<file path="config.mk">
export PLATFORM = sky130hd
export DESIGN_NAME = fsk_queue
export DESIGN_NICKNAME = d
export VERILOG_FILES = /design/src/hw/rtl/folded_seed_mt64_keystream_top_macros.svh /design/src/hw/rtl/fsk_pkg.sv /design/src/hw/rtl/fsk_queue.sv
export SDC_FILE = /design/constraint.sdc
export NUM_CORES = 1
export LEC_CHECK = 0
export BUFFER_PORTS_ARGS = -buffer_cell sky130_fd_sc_hd__buf_2
export CAP_MARGIN = 20
export CORE_ASPECT_RATIO = 1.1
export CORE_UTILIZATION = 47
export DETAILED_ROUTE_END_ITERATION = 8
export PLACE_DENSITY = 0.7
export SLEW_MARGIN = 20
export SYNTH_ARGS = -nofsm -noshare
export SYNTH_HDL_FRONTEND = slang
export SYNTH_SLANG_ARGS = --single-unit
</file>
<file path="constraint.sdc">
create_clock -name i_clk -period 4.8 [get_ports i_clk]
set_input_delay 0.48 -clock i_clk [delete_from_list [all_inputs] [get_ports i_clk]]
set_output_delay 0.48 -clock i_clk [all_outputs]
set_load 0.01 [all_outputs]
</file>
<file path="src/hw/rtl/folded_seed_mt64_keystream_top_macros.svh">
// assertion macros for the keystream block
`ifndef FOLDED_SEED_MT64_KEYSTREAM_TOP_MACROS_SVH
`define FOLDED_SEED_MT64_KEYSTREAM_TOP_MACROS_SVH
// implication checked on every clock unless in reset
`define FSK_ASSERT_IMP(label, clk, rst_n, ante, cons, msg) \
    label: assert property (@(posedge clk) disable iff (!rst_n) (ante) |-> (cons)) \
        else $error(msg);
// next-cycle implication
`define FSK_ASSERT_NXT(label, clk, rst_n, ante, cons, msg) \
    label: assert property (@(posedge clk) disable iff (!rst_n) (ante) |=> (cons)) \
        else $error(msg);
`endif

</file>
<file path="src/hw/rtl/fsk_pkg.sv">
// shared types and constants for the keystream block
`default_nettype none
package fsk_pkg;
    localparam int unsigned MtN = 312;
    localparam int unsigned MtM = 156;
    localparam logic [63:0] FoldInit = 64'hFFFF_FFFF_FFFF_FFFF;
    localparam logic [63:0] KeyMix = 64'hCEAC_3B5A_8678_37AC;
    localparam logic [63:0] MtMult = 64'd6364136223846793005;
    localparam logic [63:0] MtMatrix = 64'hB502_6F5A_A966_19E9;
    localparam logic [63:0] MtUpper = 64'hFFFF_FFFF_8000_0000;
    localparam logic [63:0] MtLower = 64'h0000_0000_7FFF_FFFF;

    localparam logic [1:0] ModeAbsorb = 2'd0;
    localparam logic [1:0] ModeSeed = 2'd1;
    localparam logic [1:0] ModeDraw = 2'd2;

    typedef enum logic [0:0] {
        t_cmd_seed = 1'b0,
        t_cmd_draw = 1'b1
    } t_cmd;

    // queued command: seed value or draw request
    typedef struct packed {
        t_cmd        cmd;
        logic        unseeded;
        logic [63:0] seed;
    } t_job;

    typedef enum logic [2:0] {
        t_st_idle,
        t_st_seed_mul,
        t_st_seed_mul_hi,
        t_st_seed_mul_cr,
        t_st_seed_wr,
        t_st_rd,
        t_st_calc,
        t_st_out
    } t_state;

    function automatic logic [63:0] temper(input logic [63:0] yi);
        logic [63:0] y;
        y = yi;
        y = y ^ ((y >> 29) & 64'h5555_5555_5555_5555);
        y = y ^ ((y << 17) & 64'h71D6_7FFF_EDA6_0000);
        y = y ^ ((y << 37) & 64'hFFF7_EEE0_0000_0000);
        y = y ^ (y >> 43);
        return y;
    endfunction
endpackage
`default_nettype wire

</file>
<file path="src/hw/rtl/fsk_queue.sv">
// two-entry command queue between front and back
`default_nettype none
module fsk_queue (
    input  wire logic          i_clk,
    input  wire logic          i_rst_n,
    input  wire logic          i_push,
    input  wire fsk_pkg::t_job i_job,
    output logic               o_full,
    input  wire logic          i_pop,
    output logic               o_empty,
    output fsk_pkg::t_job      o_job
);
    fsk_pkg::t_job r_mem [2];
    logic       r_wp;
    logic       r_rp;
    logic [1:0] r_cnt;

    assign o_full = (r_cnt == 2'd2);
    assign o_empty = (r_cnt == 2'd0);
    assign o_job = r_mem[r_rp];

    always_ff @(posedge i_clk) begin
        if (i_push) r_mem[r_wp] <= i_job;
    end

    always_ff @(posedge i_clk) begin
        if (!i_rst_n) begin
            r_wp <= 1'b0;
            r_rp <= 1'b0;
            r_cnt <= 2'd0;
        end else begin
            if (i_push) r_wp <= ~r_wp;
            if (i_pop) r_rp <= ~r_rp;
            r_cnt <= r_cnt + 2'(i_push) - 2'(i_pop);
        end
    end
endmodule
`default_nettype wire

</file>
Word level (Yosys, flattened, before mapping). Memories as Yosys holds them, arrays and structs flattened. A register that Yosys moved wholly into a read port is not among the register bits. Cells that the tools add are included.

Memories kept: 1. Word-level logic and storage cells: 14. Input port bits: 70. Register bits: 4. Output and inout bits: 68. Memory bits (writable): 132.

Bitwise gates (word level): 2. Mux-type cells: 4. $add $sub $neg: 2. Reductions and logical operators: 1. Equal/unequal tests: 1.

Memory list: r_mem (depth 2, bits a word 66, rd ports 1, clocked after memory_dff 1, write ports 1, line fsk_queue.sv:13) `fsk_pkg::t_job r_mem [2];`.

Operator list (count): 1-bit two-way mux (4); 2-bit by 1-bit adder with 2-bit output (1); 2-bit equality test (second input constant) (1); 2-bit logical NOT (1); 1-bit inverter (2); 2-bit by 1-bit subtractor with 2-bit output (1).

Depth between registers and ports, before layout.
Depth in word-level cells: 3. Gate-level depth with buffers: 6. Mapped depth without buffers: 6.

Least setup slack after synthesis. Ideal clock, no wire load.

Path kind: in2reg. Start point: in i_push. End point: mem r_mem[0][0] (netlist name) (enable). Setup slack: 0.890 ns. Path buffers: 0. Cell stages on the path: 1. Data required time: 4.301 ns. Arrival time: 3.411 ns. Setup time: 0.499 ns. Cells stage by stage: nor2b_1.

Longest elaborated chain between the ends: 2.

RTL lines: start, declared (line fsk_queue.sv:6) `input wire logic i_push,`; 1-bit two-way mux (line fsk_queue.sv:23) `if (i_push) r_mem[r_wp] <= i_job;`; 1-bit two-way mux (not written as such) (line fsk_queue.sv:23); end, declared (line fsk_queue.sv:13).

Every way passes these cells.

==> results_dict.tcl <==
set metrics [dict create \
    dp_hpwl_um 5042 \
    detail-route-antenna-nets 0 \
    min_path_type "input port to flip-flop" \
    place_inst 500 \
    nNetsFinal 449 \
    p_clk_frac 0.418 \
    drt_iter0_markers 93 \
    power_density_nw_per_um2 445.8 \
    path_max_fanout 37 \
    clkSinkCount 137 \
    clock.fmax_ghz 0.4123 \
    worstMarginPinSlew_ns 0.8996 \
    grt-ovfl-total 0 \
    path_buf_inv 2 \
    cts_hold_buf 0 \
    required_ns 4.32 \
    antenna_cells 0 \
    grt_max_degree 67 \
    timing.rr.end "r_mem[0][28]$_DFFE_PP_" \
    setup_violations 0 \
    reg2reg_from "r_wp$_SDFFE_PN0P_" \
    drv_slew 0 \
    cts_resized 0 \
    cpMaxStageDelayCell "dfxtp_4" \
    internal_power_w 0.002296 \
    max_stage_delay_ns 0.68 \
    period_share 0.5053 \
    finalHoldViolCount 0 \
    grt_pass1_vias 2626 \
    dieWidth_um 101.8 \
    post_cts_buffers 0 \
    timing.max_cap.violations 0 \
    ys_types 14 \
    wl_per_cell_um 15.46 \
    cts-root-buf "clkbuf_16" \
    cp-end-kind "output port" \
    crit_chain "buf_12, mux2_2, buf_2" \
    grt_pass1_wl_um 12600 \
    holdPathEnd "r_mem[1][4]$_DFFE_PP_" \
    core-area_um2 10540 \
    min_period_ns 2.425 \
    leakage_nw 2.579 \
    numCtsBuffers 17 \
    rows 39 \
    die_y_um 111.8 \
    io_buffers 137 \
    comb_power_share 0.098 \
    finClkSkew_ns 0.005163 \
    stdcell_count 532 \
    cp_data_arrival_time_ns 1.95 \
    syn_to_final_growth_pct 27.19 \
    rsz0062_at_grt "no" \
    startpoint_type "flip-flop" \
    synth_fp_nets 298 \
    wirelength_um 8223 \
    path_depth 3 \
    path_delay_family "flip-flops" \
    switching_share 0.2135 \
    grt_use_total 0.1539 \
    drive_gt1_frac 0.6118 \
    setup_tns_ns 0 \
    avgSynthCellArea_um2 22.78 \
    synth-seq-cells 137 \
    yosysWarnings 0 \
    gp_congestion 0.6570 \
    hp-start "i_job[4]" \
    vias 2537 \
    maxSlewHeadroom 0.4003 \
    finalPower_w 0.002919 \
    r2r_slack_ns 2.80 \
    post_drt_via_cell_ratio 4.769 \
    seq_power_share 0.484 \
    drc 0 \
    power.switching_w 0.0006232 \
    syn_inst 226 \
    crit_type "flip-flop to output port" \
    insertion_delay_ns 0.41 \
    seq_area_frac_synth 0.7893 \
    tritoncts "done" \
    ios 138 \
    die-area_um2 11380 \
    hold_path_depth 1 \
    antenna_found_initial 0 \
    firstDrtPassIters 6 \
    peakVddDrop_mv 0.2572 \
    r2r_cells 2 \
    clk_pin_slew_ns 0.06 \
    clock_path_buffers 2 \
    outcome "finished clean" \
    initial_core_util 0.4885 \
    htree_levels 4 \
    syn_area_um2 5149 \
]
Yosys cell counts:
library cell	n	area (um2)
o21a_1	1	7.510
nor2_1	1	3.750
xor2_1	1	8.760
mux2_2	26	292.8
ha_1	2	25.02
inv_1	2	7.510
dfxtp_1	5	100.1
buf_6	5	56.30
edfxtp_1	132	3964
nor2b_1	4	25.02
mux2_4	40	600.6
buf_2	2	10.01
xnor3_1	1	22.52
and2_1	4	25.02
how the worst max path moves through the flow:
stage | slack, ns | endpoint | start
finish | 2.37 | o_job[24] | flip-flop
global route | 2.27 | o_job[22] | flip-flop
CTS | 2.21 | o_job[22] | flip-flop
detailed placement | 2.42 | r_mem[0][4]$_DFFE_PP_ | i_push
global placement | 2.45 | r_mem[0][23]$_DFFE_PP_ | i_push
floorplan | 0.89 | r_mem[0][0]$_DFFE_PP_ | i_push
placed cells by master, fill, tap and decap left out, drive strengths merged:
master and count:
inv 2, xnor3 1, nor2 1, o21a 1, edfxtp 132, bufinv 2
clkinv 9, ha 2, mux2 66, xor2 1, clkinvlp 2, buf 139
dfxtp 5, nor2b 4, clkbuf 18, and2 4
sequential cells by signal (all words and copies together), names as in the netlist, named ones only:
| register | cells |
|---|---|
| r_mem | 132 |
| r_cnt | 2 |
| r_rp | 1 |
| r_wp | 1 |
power groups by stage:
stage          Sequential (W)  Combinational [W]  Clock (W)
2_1_floorplan         0.00142           0.000192          0
3_3_place_gp          0.00145           0.000271          0
3_5_place_dp          0.00145           0.000276          0
4_1_cts               0.00143           0.000277    0.00124
5_1_grt               0.00142           0.000312    0.00129
6_report              0.00141           0.000286    0.00122
stage by stage:
stage               hold slack, ns  utilization  worst slack [ns]  cell area (um2)
finish                      0.2570       0.6213             2.375             6549
global route                0.2442       0.6213             2.274             6549
CTS                         0.2453       0.6194             2.206             6529
detailed placement          0.5676       0.5662             2.419             5968
global placement            0.5601       0.5662             2.453             5968
floorplan                   0.5546            -            0.8901             5149
layout make-up:
type | count | area [um2]
tap | 143 | 178.9
inverter | 2 | 7.507
sequential | 137 | 4068
clock buffer | 18 | 429.2
fill | 792 | 3991
timing repair buffer | 139 | 713.2
multi-input combinational | 80 | 1021
clock inverter | 13 | 131.4
per-layer routing:
metal  vias to the layer above  wire length (um)  global-route usage
met3                        13               531             0.05399
met4                         0               148             0.07826
li1                       1194                 -                   -
met1                      1228              3318              0.1734
met5                         -                 0                   0
met2                       102              4224              0.2559
kinds of logic (layout without fill, tap and decap cells):
group / Yosys count / in the layout / share of synthesized area
compound gates: 1 / 1 / 0.001459
xor+xnor: 2 / 2 / 0.006075
fa+ha+maj: 2 / 2 / 0.004859
buf+inv: 9 / 172 / 0.01434
flops: 137 / 137 / 0.7893
mux: 66 / 66 / 0.1735
simple gates: 9 / 9 / 0.01045
(Power assumes the default switching activity.)
