`config.mk`:
```
export PLATFORM = sky130hd
export DESIGN_NAME = fsk_front
export DESIGN_NICKNAME = d
export VERILOG_FILES = /design/src/hw/rtl/folded_seed_mt64_keystream_top_macros.svh /design/src/hw/rtl/fsk_pkg.sv /design/src/hw/rtl/fsk_front.sv
export SDC_FILE = /design/constraint.sdc
export NUM_CORES = 1
export LEC_CHECK = 0
export BUFFER_PORTS_ARGS = -buffer_cell sky130_fd_sc_hd__buf_2
export CAP_MARGIN = 20
export CORE_MARGIN = 2
export CORE_UTILIZATION = 40
export CTS_CLUSTER_DIAMETER = 100
export DETAILED_ROUTE_END_ITERATION = 8
export PLACE_DENSITY = 0.85
export SKIP_CTS_REPAIR_TIMING = 1
export SKIP_LAST_GASP = 1
export SLEW_MARGIN = 30
export SYNTH_ARGS = -nofsm -noshare
export SYNTH_HDL_FRONTEND = slang
export SYNTH_SLANG_ARGS = --single-unit
```
`constraint.sdc`:
```
create_clock -name i_clk -period 3.5 [get_ports i_clk]
set_input_delay 0.7 -clock i_clk [delete_from_list [all_inputs] [get_ports i_clk]]
set_output_delay 0.7 -clock i_clk [all_outputs]
set_load 0.1 [all_outputs]
```
`src/hw/rtl/folded_seed_mt64_keystream_top_macros.svh`:
```
// assertion macros for the keystream block
`ifndef FOLDED_SEED_MT64_KEYSTREAM_TOP_MACROS_SVH
`define FOLDED_SEED_MT64_KEYSTREAM_TOP_MACROS_SVH
// implication checked on every clock unless in reset
`define FSK_ASSERT_IMP(label, clk, rst_n, ante, cons, msg) \
    label: assert property (@(posedge clk) disable iff (!rst_n) (ante) |-> (cons)) \
        else $error(msg);
// next-cycle implication
`define FSK_ASSERT_NXT(label, clk, rst_n, ante, cons, msg) \
    label: assert property (@(posedge clk) disable iff (!rst_n) (ante) |=> (cons)) \
        else $error(msg);
`endif

```
`src/hw/rtl/fsk_pkg.sv`:
```
// shared types and constants for the keystream block
`default_nettype none
package fsk_pkg;
    localparam int unsigned MtN = 312;
    localparam int unsigned MtM = 156;
    localparam logic [63:0] FoldInit = 64'hFFFF_FFFF_FFFF_FFFF;
    localparam logic [63:0] KeyMix = 64'hCEAC_3B5A_8678_37AC;
    localparam logic [63:0] MtMult = 64'd6364136223846793005;
    localparam logic [63:0] MtMatrix = 64'hB502_6F5A_A966_19E9;
    localparam logic [63:0] MtUpper = 64'hFFFF_FFFF_8000_0000;
    localparam logic [63:0] MtLower = 64'h0000_0000_7FFF_FFFF;

    localparam logic [1:0] ModeAbsorb = 2'd0;
    localparam logic [1:0] ModeSeed = 2'd1;
    localparam logic [1:0] ModeDraw = 2'd2;

    typedef enum logic [0:0] {
        t_cmd_seed = 1'b0,
        t_cmd_draw = 1'b1
    } t_cmd;

    // queued command: seed value or draw request
    typedef struct packed {
        t_cmd        cmd;
        logic        unseeded;
        logic [63:0] seed;
    } t_job;

    typedef enum logic [2:0] {
        t_st_idle,
        t_st_seed_mul,
        t_st_seed_mul_hi,
        t_st_seed_mul_cr,
        t_st_seed_wr,
        t_st_rd,
        t_st_calc,
        t_st_out
    } t_state;

    function automatic logic [63:0] temper(input logic [63:0] yi);
        logic [63:0] y;
        y = yi;
        y = y ^ ((y >> 29) & 64'h5555_5555_5555_5555);
        y = y ^ ((y << 17) & 64'h71D6_7FFF_EDA6_0000);
        y = y ^ ((y << 37) & 64'hFFF7_EEE0_0000_0000);
        y = y ^ (y >> 43);
        return y;
    endfunction
endpackage
`default_nettype wire

```
`src/hw/rtl/fsk_front.sv`:
```
// front end: fold absorb and command classification
`default_nettype none
module fsk_front (
    input  wire logic          i_clk,
    input  wire logic          i_rst_n,
    input  wire logic          i_valid,
    output logic               o_ready,
    input  wire logic [1:0]    i_mode,
    input  wire logic [63:0]   i_data_word,
    input  wire logic [63:0]   i_key_low,
    input  wire logic [63:0]   i_key_high,
    output logic               o_push,
    output fsk_pkg::t_job      o_job,
    input  wire logic          i_full
);
    logic [63:0] r_fold;
    logic        r_seeded;
    logic        w_acc;

    assign o_ready = !i_full;
    assign w_acc = i_valid && o_ready;
    assign o_push = w_acc && (i_mode == fsk_pkg::ModeSeed || i_mode == fsk_pkg::ModeDraw);

    always_comb begin
        o_job.cmd = (i_mode == fsk_pkg::ModeSeed) ? fsk_pkg::t_cmd_seed : fsk_pkg::t_cmd_draw;
        o_job.unseeded = !r_seeded;
        o_job.seed = i_key_high ^ fsk_pkg::KeyMix ^ r_fold ^ i_key_low;
    end

    always_ff @(posedge i_clk) begin
        if (!i_rst_n) begin
            r_fold <= fsk_pkg::FoldInit;
            r_seeded <= 1'b0;
        end else if (w_acc) begin
            case (i_mode)
                fsk_pkg::ModeAbsorb: r_fold <= r_fold ^ i_data_word;
                fsk_pkg::ModeSeed: begin
                    r_fold <= fsk_pkg::FoldInit;
                    r_seeded <= 1'b1;
                end
                default: ;
            endcase
        end
    end
endmodule
`default_nettype wire

```
== Yosys cells after proc, flatten, opt, wreduce, memory -nomap -nowiden ==
Index checks and enable logic that the tools add are counted.

* Bits in registers: 65
* Output and inout port bits: 68
* Logic and storage cells: 19

* Eq/ne operators: 2
* Muxes and demuxes: 2
* Bitwise logic cells: 4
* Reduce and logical (&&, ||, !) cells: 9

{| class="wikitable"
|+ Operators by type and width
! cell !! number
|-
| $xor A64 B64 Y64 || 3
|-
| $pmux W64 S2 || 1
|-
| $not A34 Y34 || 1
|-
| $reduce_and A2 Y1 || 2
|-
| $eq A2 B1 Y1 const B || 1
|-
| $eq A2 B2 Y1 const B || 1
|-
| $logic_and A1 B1 Y1 || 2
|-
| $logic_not A1 Y1 || 2
|-
| $logic_not A2 Y1 || 1
|-
| $reduce_bool A2 Y1 || 1
|-
| $logic_or A1 B1 Y1 || 1
|-
| $mux W1 || 1
|}

== Logic depth before layout (Yosys ltp) ==
Gate-level depths: netlist of the first run.

* Depth in word-level cells: 3
* Gate-level depth with buffers: 7

== Worst setup path after synthesis of the first run ==
Ideal clock, no wire load.

* Kind: input to output
* From: in i_key_high[10]
* To: out o_job[10] in the netlist's numbering
* Arrival time: 2.417 ns
* Required time: 2.800 ns
* Path slack: 0.383 ns
* Cell stages on the path: 2
* Cells stage by stage: xor2_1 xnor2_1

{| class="wikitable"
|+ RTL lines
! element !! line !! text
|-
| start: declaration || fsk_front.sv:11 || <nowiki>input wire logic [63:0] i_key_high,</nowiki>
|-
| end: declaration || fsk_front.sv:13 || <nowiki>output fsk_pkg::t_job o_job,</nowiki>
|}

== Worst setup path in the final report of the first run ==
* From: in i_mode[0]
* To: out o_push

* Longest elaborated chain between the ends: 3
* Elaborated cells on any way between the ends: 4
* Those cells by class: eq/ne (2); reduce/logical (2)

{| class="wikitable"
|+ RTL lines
! element !! line !! text
|-
| start: declaration || fsk_front.sv:8 || <nowiki>input wire logic [1:0] i_mode,</nowiki>
|-
| $eq A2 B1 Y1 or $eq A2 B2 Y1 (tied branches) || fsk_front.sv:22 || <nowiki>assign o_push = w_acc && (i_mode == fsk_pkg::ModeSeed || i_mode == fsk_pkg::ModeDraw);</nowiki>
|-
| $logic_or A1 B1 Y1 (*) || fsk_front.sv:22 ||
|-
| $logic_and A1 B1 Y1 (*) || fsk_front.sv:22 ||
|-
| end: declaration || fsk_front.sv:12 || <nowiki>output logic o_push,</nowiki>
|}

Every way passes the cells marked *; elsewhere a longest branch is shown, timed or not.

==> results.yml, run 1 <==
worst_hold_path:
  worstHoldStart: "r_seeded"
  hold_path_end: "r_seeded"
  whs_path_depth: 2
  min_path_type: "flop to flop"
setup_path:
  cp.required_ns: 2.80
  crit_arrival_ns: 1.70
  critPathBufInv: 3
  startpoint: "i_mode[0]"
  rrSetupSlack_ns: 2.69
  crit-reg2reg-launch: "r_fold[37]"
  cp-end-kind: "output port"
  critPathKind: "primary input to output port"
  slowest_delay_ns: 0.42
  crit_fanout: 3
  crit_slowest_cell: "buf_2"
  reg2reg_depth: 1
  cp-start-kind: "primary input"
  crit_top_cell: "buf_2"
  r2r_end: "r_fold[37]"
  crit_family: "buffers and inverters"
  cp_cell_sequence: "buf_2 -> inv_1 -> ha_1 -> and3_1 -> buf_2"
power:
  power_frac_comb: 0.453
  p_total_mw: 2.940
  p_int_mw: 1.603
  peakVddDrop_uv: 247.7
  swShare: 0.4547
  power.leakage_nw: 2.551
  p_per_area_mw_per_mm2: 499.2
  p_switching_mw: 1.337
  clkPwrFrac: 0.280
  seqPwrFrac: 0.267
logic_synthesis:
  synth_area_leaders: "dfxtp_1 (30%), xnor2_1 (19%), o32a_1 (15%)"
  synth_ff_type: "dfxtp_1"
  ys_types: 16
  avgSynthCellArea_um2: 8.432
  yosysWarnings: 0
  ys_ff_latch: 65
  synth_top_area_frac: 0.3050
  syn_area_mm2: 0.004267
  synthArstFlopShare: 0
  synth_edf_count: 0
  yosys.area.top_type: "dfxtp_1"
  seq_area_frac_synth: 0.3050
  synthCells: 506
  syn_nets: 707
outcome:
  status: "completed"
timing:
  drv_slew: 0
  worstMarginPinSlew_ns: 0.7175
  fmax_ghz: 0.4167
  maxSlewHeadroom: 0.5217
  finClkSkew_ns: 0
  finalCritPeriodShare: 0.6857
  setup_tns_ns: 0
  rsz0062_at_grt: "no"
  setup_ws_ns: 1.100
  setup_viol: 0
  whs_ns: 0.4861
  fin_crit_ns: 2.400
  finalHoldViolations: 0
cts:
  clock_latency_ns: 0.32
  htreeDepth: 3
  root_buffer: "clkbuf_8"
  cts_buffers: 9
  cts_tree: "done"
  clock_path_buffers: 2
  clkTransAtPathRegs_ns: 0.08
  clkSinkCount: 65
die:
  die-area_mm2: 0.01151
  chipHeight_um: 107.3
  rows: 37
  dieWidth_um: 107.3
  floorplan.initialDensity: 0.4133
  io_pins: 266
  core_mm2: 0.01032
drt:
  vias: 4639
  postRouteAntennaNets: 0
  firstDrtPassIters: 4
  drt_iter0_drc: 182
  viasPerCell: 5.212
  drc: 0
  wl_per_cell_um: 13.43
  wl_um: 11950
layout:
  most-common-layout-cells: "buf_2 (265), xnor2_1 (94), nor2_1 (65), dfxtp_1 (65)"
  n_antenna_cell: 0
  fin_util: 0.5705
  final_layout_size_suffix_gt1_frac: 0.3912
  fin_nets: 950
  area_delta_synth_final_pct: 38.04
  instances_no_fill: 890
  final_common_cell: "buf_2"
  fin_area_mm2: 0.005889
place:
  gp_congestion: 0.7792
  hpwl_um: 8883
  postPlaceCellArea_mm2: 0.005627
  port_buffers: 265
  pre_cts_slack_ns: 1.023
  dpl.cell_count: 874
global_route:
  grt_first_pass_wirelength_um: 18950
  overflow: 0
  grt_usage: 0.1996
  grt_pass1_vias: 4327
  grt_max_degree: 66
  antenna_found_initial: 0
flow_run:
  drv_cap: 0
## cell type report
type | count | area (um2)
fill | 982 | 4434
multi-input combinational | 393 | 2726
timing repair buffer | 274 | 1406
sequential | 65 | 1301
tap | 136 | 170.2
clock buffer | 12 | 165.2
clock inverter | 4 | 97.59
inverter | 6 | 22.52
## cell families after synthesis
kind of cell,Yosys count,synth area share
and+or+nand+nor,197,0.2126
xor gates and xnor gates,128,0.2628
AOI/OAI and AO/OA,65,0.1516
DFF,65,0.3050
buffers and inverters,48,0.05924
adders and majority gates,3,0.008799
## power groups by stage
stage	combinational [mW]	clock, mW	sequential (mW)
5_1_grt	1.39	0.873	0.787
6_report	1.33	0.824	0.784
3_3_place_gp	1.32	0	0.800
2_1_floorplan	1.05	0	0.796
3_5_place_dp	1.33	0	0.801
4_1_cts	1.34	0.844	0.783
## how the worst max path moves through the flow
stage | end | slack [ns] | cells after the start
2_1_floorplan | o_job[10] | 0.38 | 2
3_3_place_gp | r_fold[7] | 1.05 | 8
3_5_place_dp | r_fold[20] | 1.02 | 8
4_1_cts | o_push | 1.10 | 5
5_1_grt | o_push | 1.07 | 5
6_report | o_push | 1.10 | 5
## cell usage after synthesis (all sizes together) (3+ instances only)
cell     n
ha       3
dfxtp   65
nand3   64
xor2    34
xnor2   94
nor2    66
nor3    64
clkbuf  19
inv      6
buf     23
o32a    64
## registers in the layout, summed over array words and instances, names as in the netlist
register	count
r_seeded	1
r_fold	64
## layer usage
metal / global-route usage / vias up / wire, um / share of wire
met5: 0 / - / 0 / 0
met4: 0.06957 / 0 / 197 / 0.016
met3: 0.04479 / 21 / 933 / 0.078
met2: 0.3748 / 190 / 6223 / 0.52
met1: 0.2183 / 2129 / 4597 / 0.38
li1: - / 2299 / - / -
(Power assumes the default switching activity.)
==> inputs of run 2 (changes only) <==
--- a/config.mk
+++ b/config.mk
@@ -5,13 +5,14 @@
 export SDC_FILE = /design/constraint.sdc
 export NUM_CORES = 1
 export LEC_CHECK = 0
+export ABC_AREA = 1
 export BUFFER_PORTS_ARGS = -buffer_cell sky130_fd_sc_hd__buf_2
 export CAP_MARGIN = 20
 export CORE_MARGIN = 2
 export CORE_UTILIZATION = 40
 export CTS_CLUSTER_DIAMETER = 100
 export DETAILED_ROUTE_END_ITERATION = 8
-export PLACE_DENSITY = 0.85
+export PLACE_DENSITY = 0.79
 export SKIP_CTS_REPAIR_TIMING = 1
 export SKIP_LAST_GASP = 1
 export SLEW_MARGIN = 30
==> constraint.sdc (replaced) <==
create_clock -name i_clk -period 2.4 [get_ports i_clk]
set_input_delay 0.48 -clock i_clk [delete_from_list [all_inputs] [get_ports i_clk]]
set_output_delay 0.48 -clock i_clk [all_outputs]
set_load 0.1 [all_outputs]
==> results.yml, run 2 <==
outcome:
  status: "completed"
cts:
  htreeDepth: 3
  clkTransAtPathRegs_ns: 0.05
  clock_path_buffers: 2
  cts_buffers: 9
  cts_tree: "done"
  root_buffer: "clkbuf_16"
  clock_latency_ns: 0.32
  clkSinkCount: 65
place:
  port_buffers: 265
  gp_congestion: 0.8265
  hpwl_um: 10770
setup_path:
  reg2reg_depth: 5
  worstSetupEndpoint: "o_job[48]"
  cp-end-kind: "output port"
  crit-reg2reg-launch: "r_fold[48]"
  crit_fanout: 4
  crit_family: "buffers and inverters"
  cp-start-kind: "flop"
  crit_arrival_ns: 1.56
  cp.depth: 4
  rrSetupSlack_ns: 1.51
  startpoint: "r_fold[48]"
  critPathBufInv: 2
  r2r_end: "r_fold[48]"
  cp.required_ns: 1.92
  cp_cell_sequence: "inv_1 -> nor2_1 -> nor2_1 -> buf_2"
  crit_top_cell: "nor2_1"
  crit_slowest_cell: "buf_2"
  slowest_delay_ns: 0.49
  critPathKind: "flop to output port"
layout:
  area_delta_synth_final_pct: 30.29
  fin_nets: 1400
  largest_reg_flops: 64
  fin_util: 0.5394
  n_antenna_cell: 0
  largest_register: "r_fold"
  n_fill_cell: 1405
  final_layout_size_suffix_gt1_frac: 0.3289
  largestRegisters: "r_fold (64), r_seeded (1)"
  final_common_cell: "nand2_1"
  most-common-layout-cells: "nand2_1 (308), buf_2 (264), inv_1 (168), nor2_1 (90), nand3_1 (78)"
die:
  dieWidth_um: 124.3
  die-area_mm2: 0.01545
  floorplan.initialDensity: 0.4140
  rows: 43
  io_pins: 266
  chipHeight_um: 124.3
  core_mm2: 0.01399
timing:
  setup_tns_ns: 0
  finalCritPeriodShare: 0.8483
  maxSlewHeadroom: 0.4352
  rsz0062_at_grt: "no"
  finClkSkew_ns: 0
  fmax_ghz: 0.4912
  finalHoldViolations: 0
  drv_slew: 0
  whs_ns: 0.4624
  setup_viol: 0
  fin_crit_ns: 2.036
  worstMarginPinSlew_ns: 0.8472
logic_synthesis:
  yosys.area_share.simple: 0.4795
  syn_area_mm2: 0.005791
  avgSynthCellArea_um2: 6.147
  synthXorXnorAreaFrac: 0.1422
  synth_ff_type: "dfxtp_1"
  synth_top_family_by_area: "simple AND/OR/NAND/NOR gates"
  synth-compound-area-share: 0.001296
  yosys.area.top_type: "dfxtp_1"
  yosysWarnings: 0
  yosys-top-cells-count: "nand2_1 (308), inv_1 (168), nor2_1 (91)"
  synthCells: 942
  synth_mux_area_frac: 0
  seq_area_frac_synth: 0.2247
  ys_types: 20
  yosysMostFrequentCell: "nand2_1"
  synth_area_leaders: "dfxtp_1 (22%), nand2_1 (20%), inv_1 (11%)"
  synth_top_area_frac: 0.2247
  synthAdderAreaFrac: 0.006482
  ys_ff_latch: 65
  synthArstFlopShare: 0
  synth_edf_count: 0
  syn_nets: 1143
global_route:
  grt_first_pass_wirelength_um: 23620
  antenna_found_initial: 0
  grt_usage: 0.1756
  grt_max_degree: 65
  overflow: 0
  grt_pass1_vias: 5620
power:
  p_total_mw: 4.797
  power.leakage_nw: 4.709
  peakVddDrop_uv: 372.8
  p_per_area_mw_per_mm2: 635.8
drt:
  vias: 6047
  postRouteAntennaNets: 0
  wl_met1_um: 5781
  wl_per_cell_um: 9.766
  drt_iter0_drc: 203
  firstDrtPassIters: 4
  top_layer_used: "met4"
  wl_um: 13520
  viasPerCell: 4.369
  wl_met2_um: 6745
  dr_wl_met3_um: 725
  drc: 0
flow_run:
  drv_cap: 0
worst_hold_path:
  min_path_type: "flop to flop"
==> run 2: area by class of cell <==
class                   instances  area (um2)  share of cell area
multi-input cells             681        3647              0.4834
clock inverters                 1       30.03            0.003980
flip-flops and latches         65        1301              0.1725
inverters                     171       644.4             0.08541
well taps                     180       225.2             0.02985
clock buffers                  15       297.8             0.03947
repair buffers                271        1399              0.1854
==> run 2: layer usage <==
layer / global-route usage / vias to the layer above
met5: 0 / -
met4: 0.05552 / 0
met3: 0.03608 / 19
met2: 0.3275 / 164
met1: 0.1987 / 2581
li1: - / 3283
==> run 2: power breakdown <==
group	switching (mW)	internal [mW]	total [mW]
combinational	1.66	0.527	2.19
sequential	0.0659	1.14	1.21
clock	0.452	0.946	1.40
total	2.18	2.61	4.80
==> run 2: worst min path at each step <==
stage	startpoint	to	slack, ns	cells past startpoint
2_1_floorplan	r_fold[50]	r_fold[50]	0.48	2
3_3_place_gp	r_seeded	r_seeded	0.45	2
3_5_place_dp	r_seeded	r_seeded	0.45	2
4_1_cts	i_data_word[34]	r_fold[34]	0.46	5
5_1_grt	r_seeded	r_seeded	0.48	2
6_report	r_seeded	r_seeded	0.46	2
==> run 2: logic make-up after synthesis <==
logic type | Yosys count
DFF | 65
adders and majority gates | 3
buffers and inverters | 196
AOI/OAI and AO/OA | 1
xor gates and xnor gates | 94
and+or+nand+nor | 583
==> run 2: worst register-to-register path, cell delays in order (launching register included) <==
cell	delay [ns]
dfxtp_1	0.40
inv_1	0.11
nand2_1	0.07
nand3_1	0.06
nand2_1	0.06
nand3_1	0.06
==> run 2: through the flow <==
| step | setup WS (ns) | area (um2) | instances |
|---|---|---|---|
| 2_1_floorplan | 0.0007720 | 5793 | 942 |
| 4_1_cts | 0.3473 | 7545 | 1384 |
| 3_3_place_gp | 0.4225 | 7217 | 1368 |
| 5_1_grt | 0.3163 | 7545 | 1384 |
| 3_5_place_dp | 0.3617 | 7217 | 1368 |
| 6_report | 0.3640 | 7545 | 1384 |
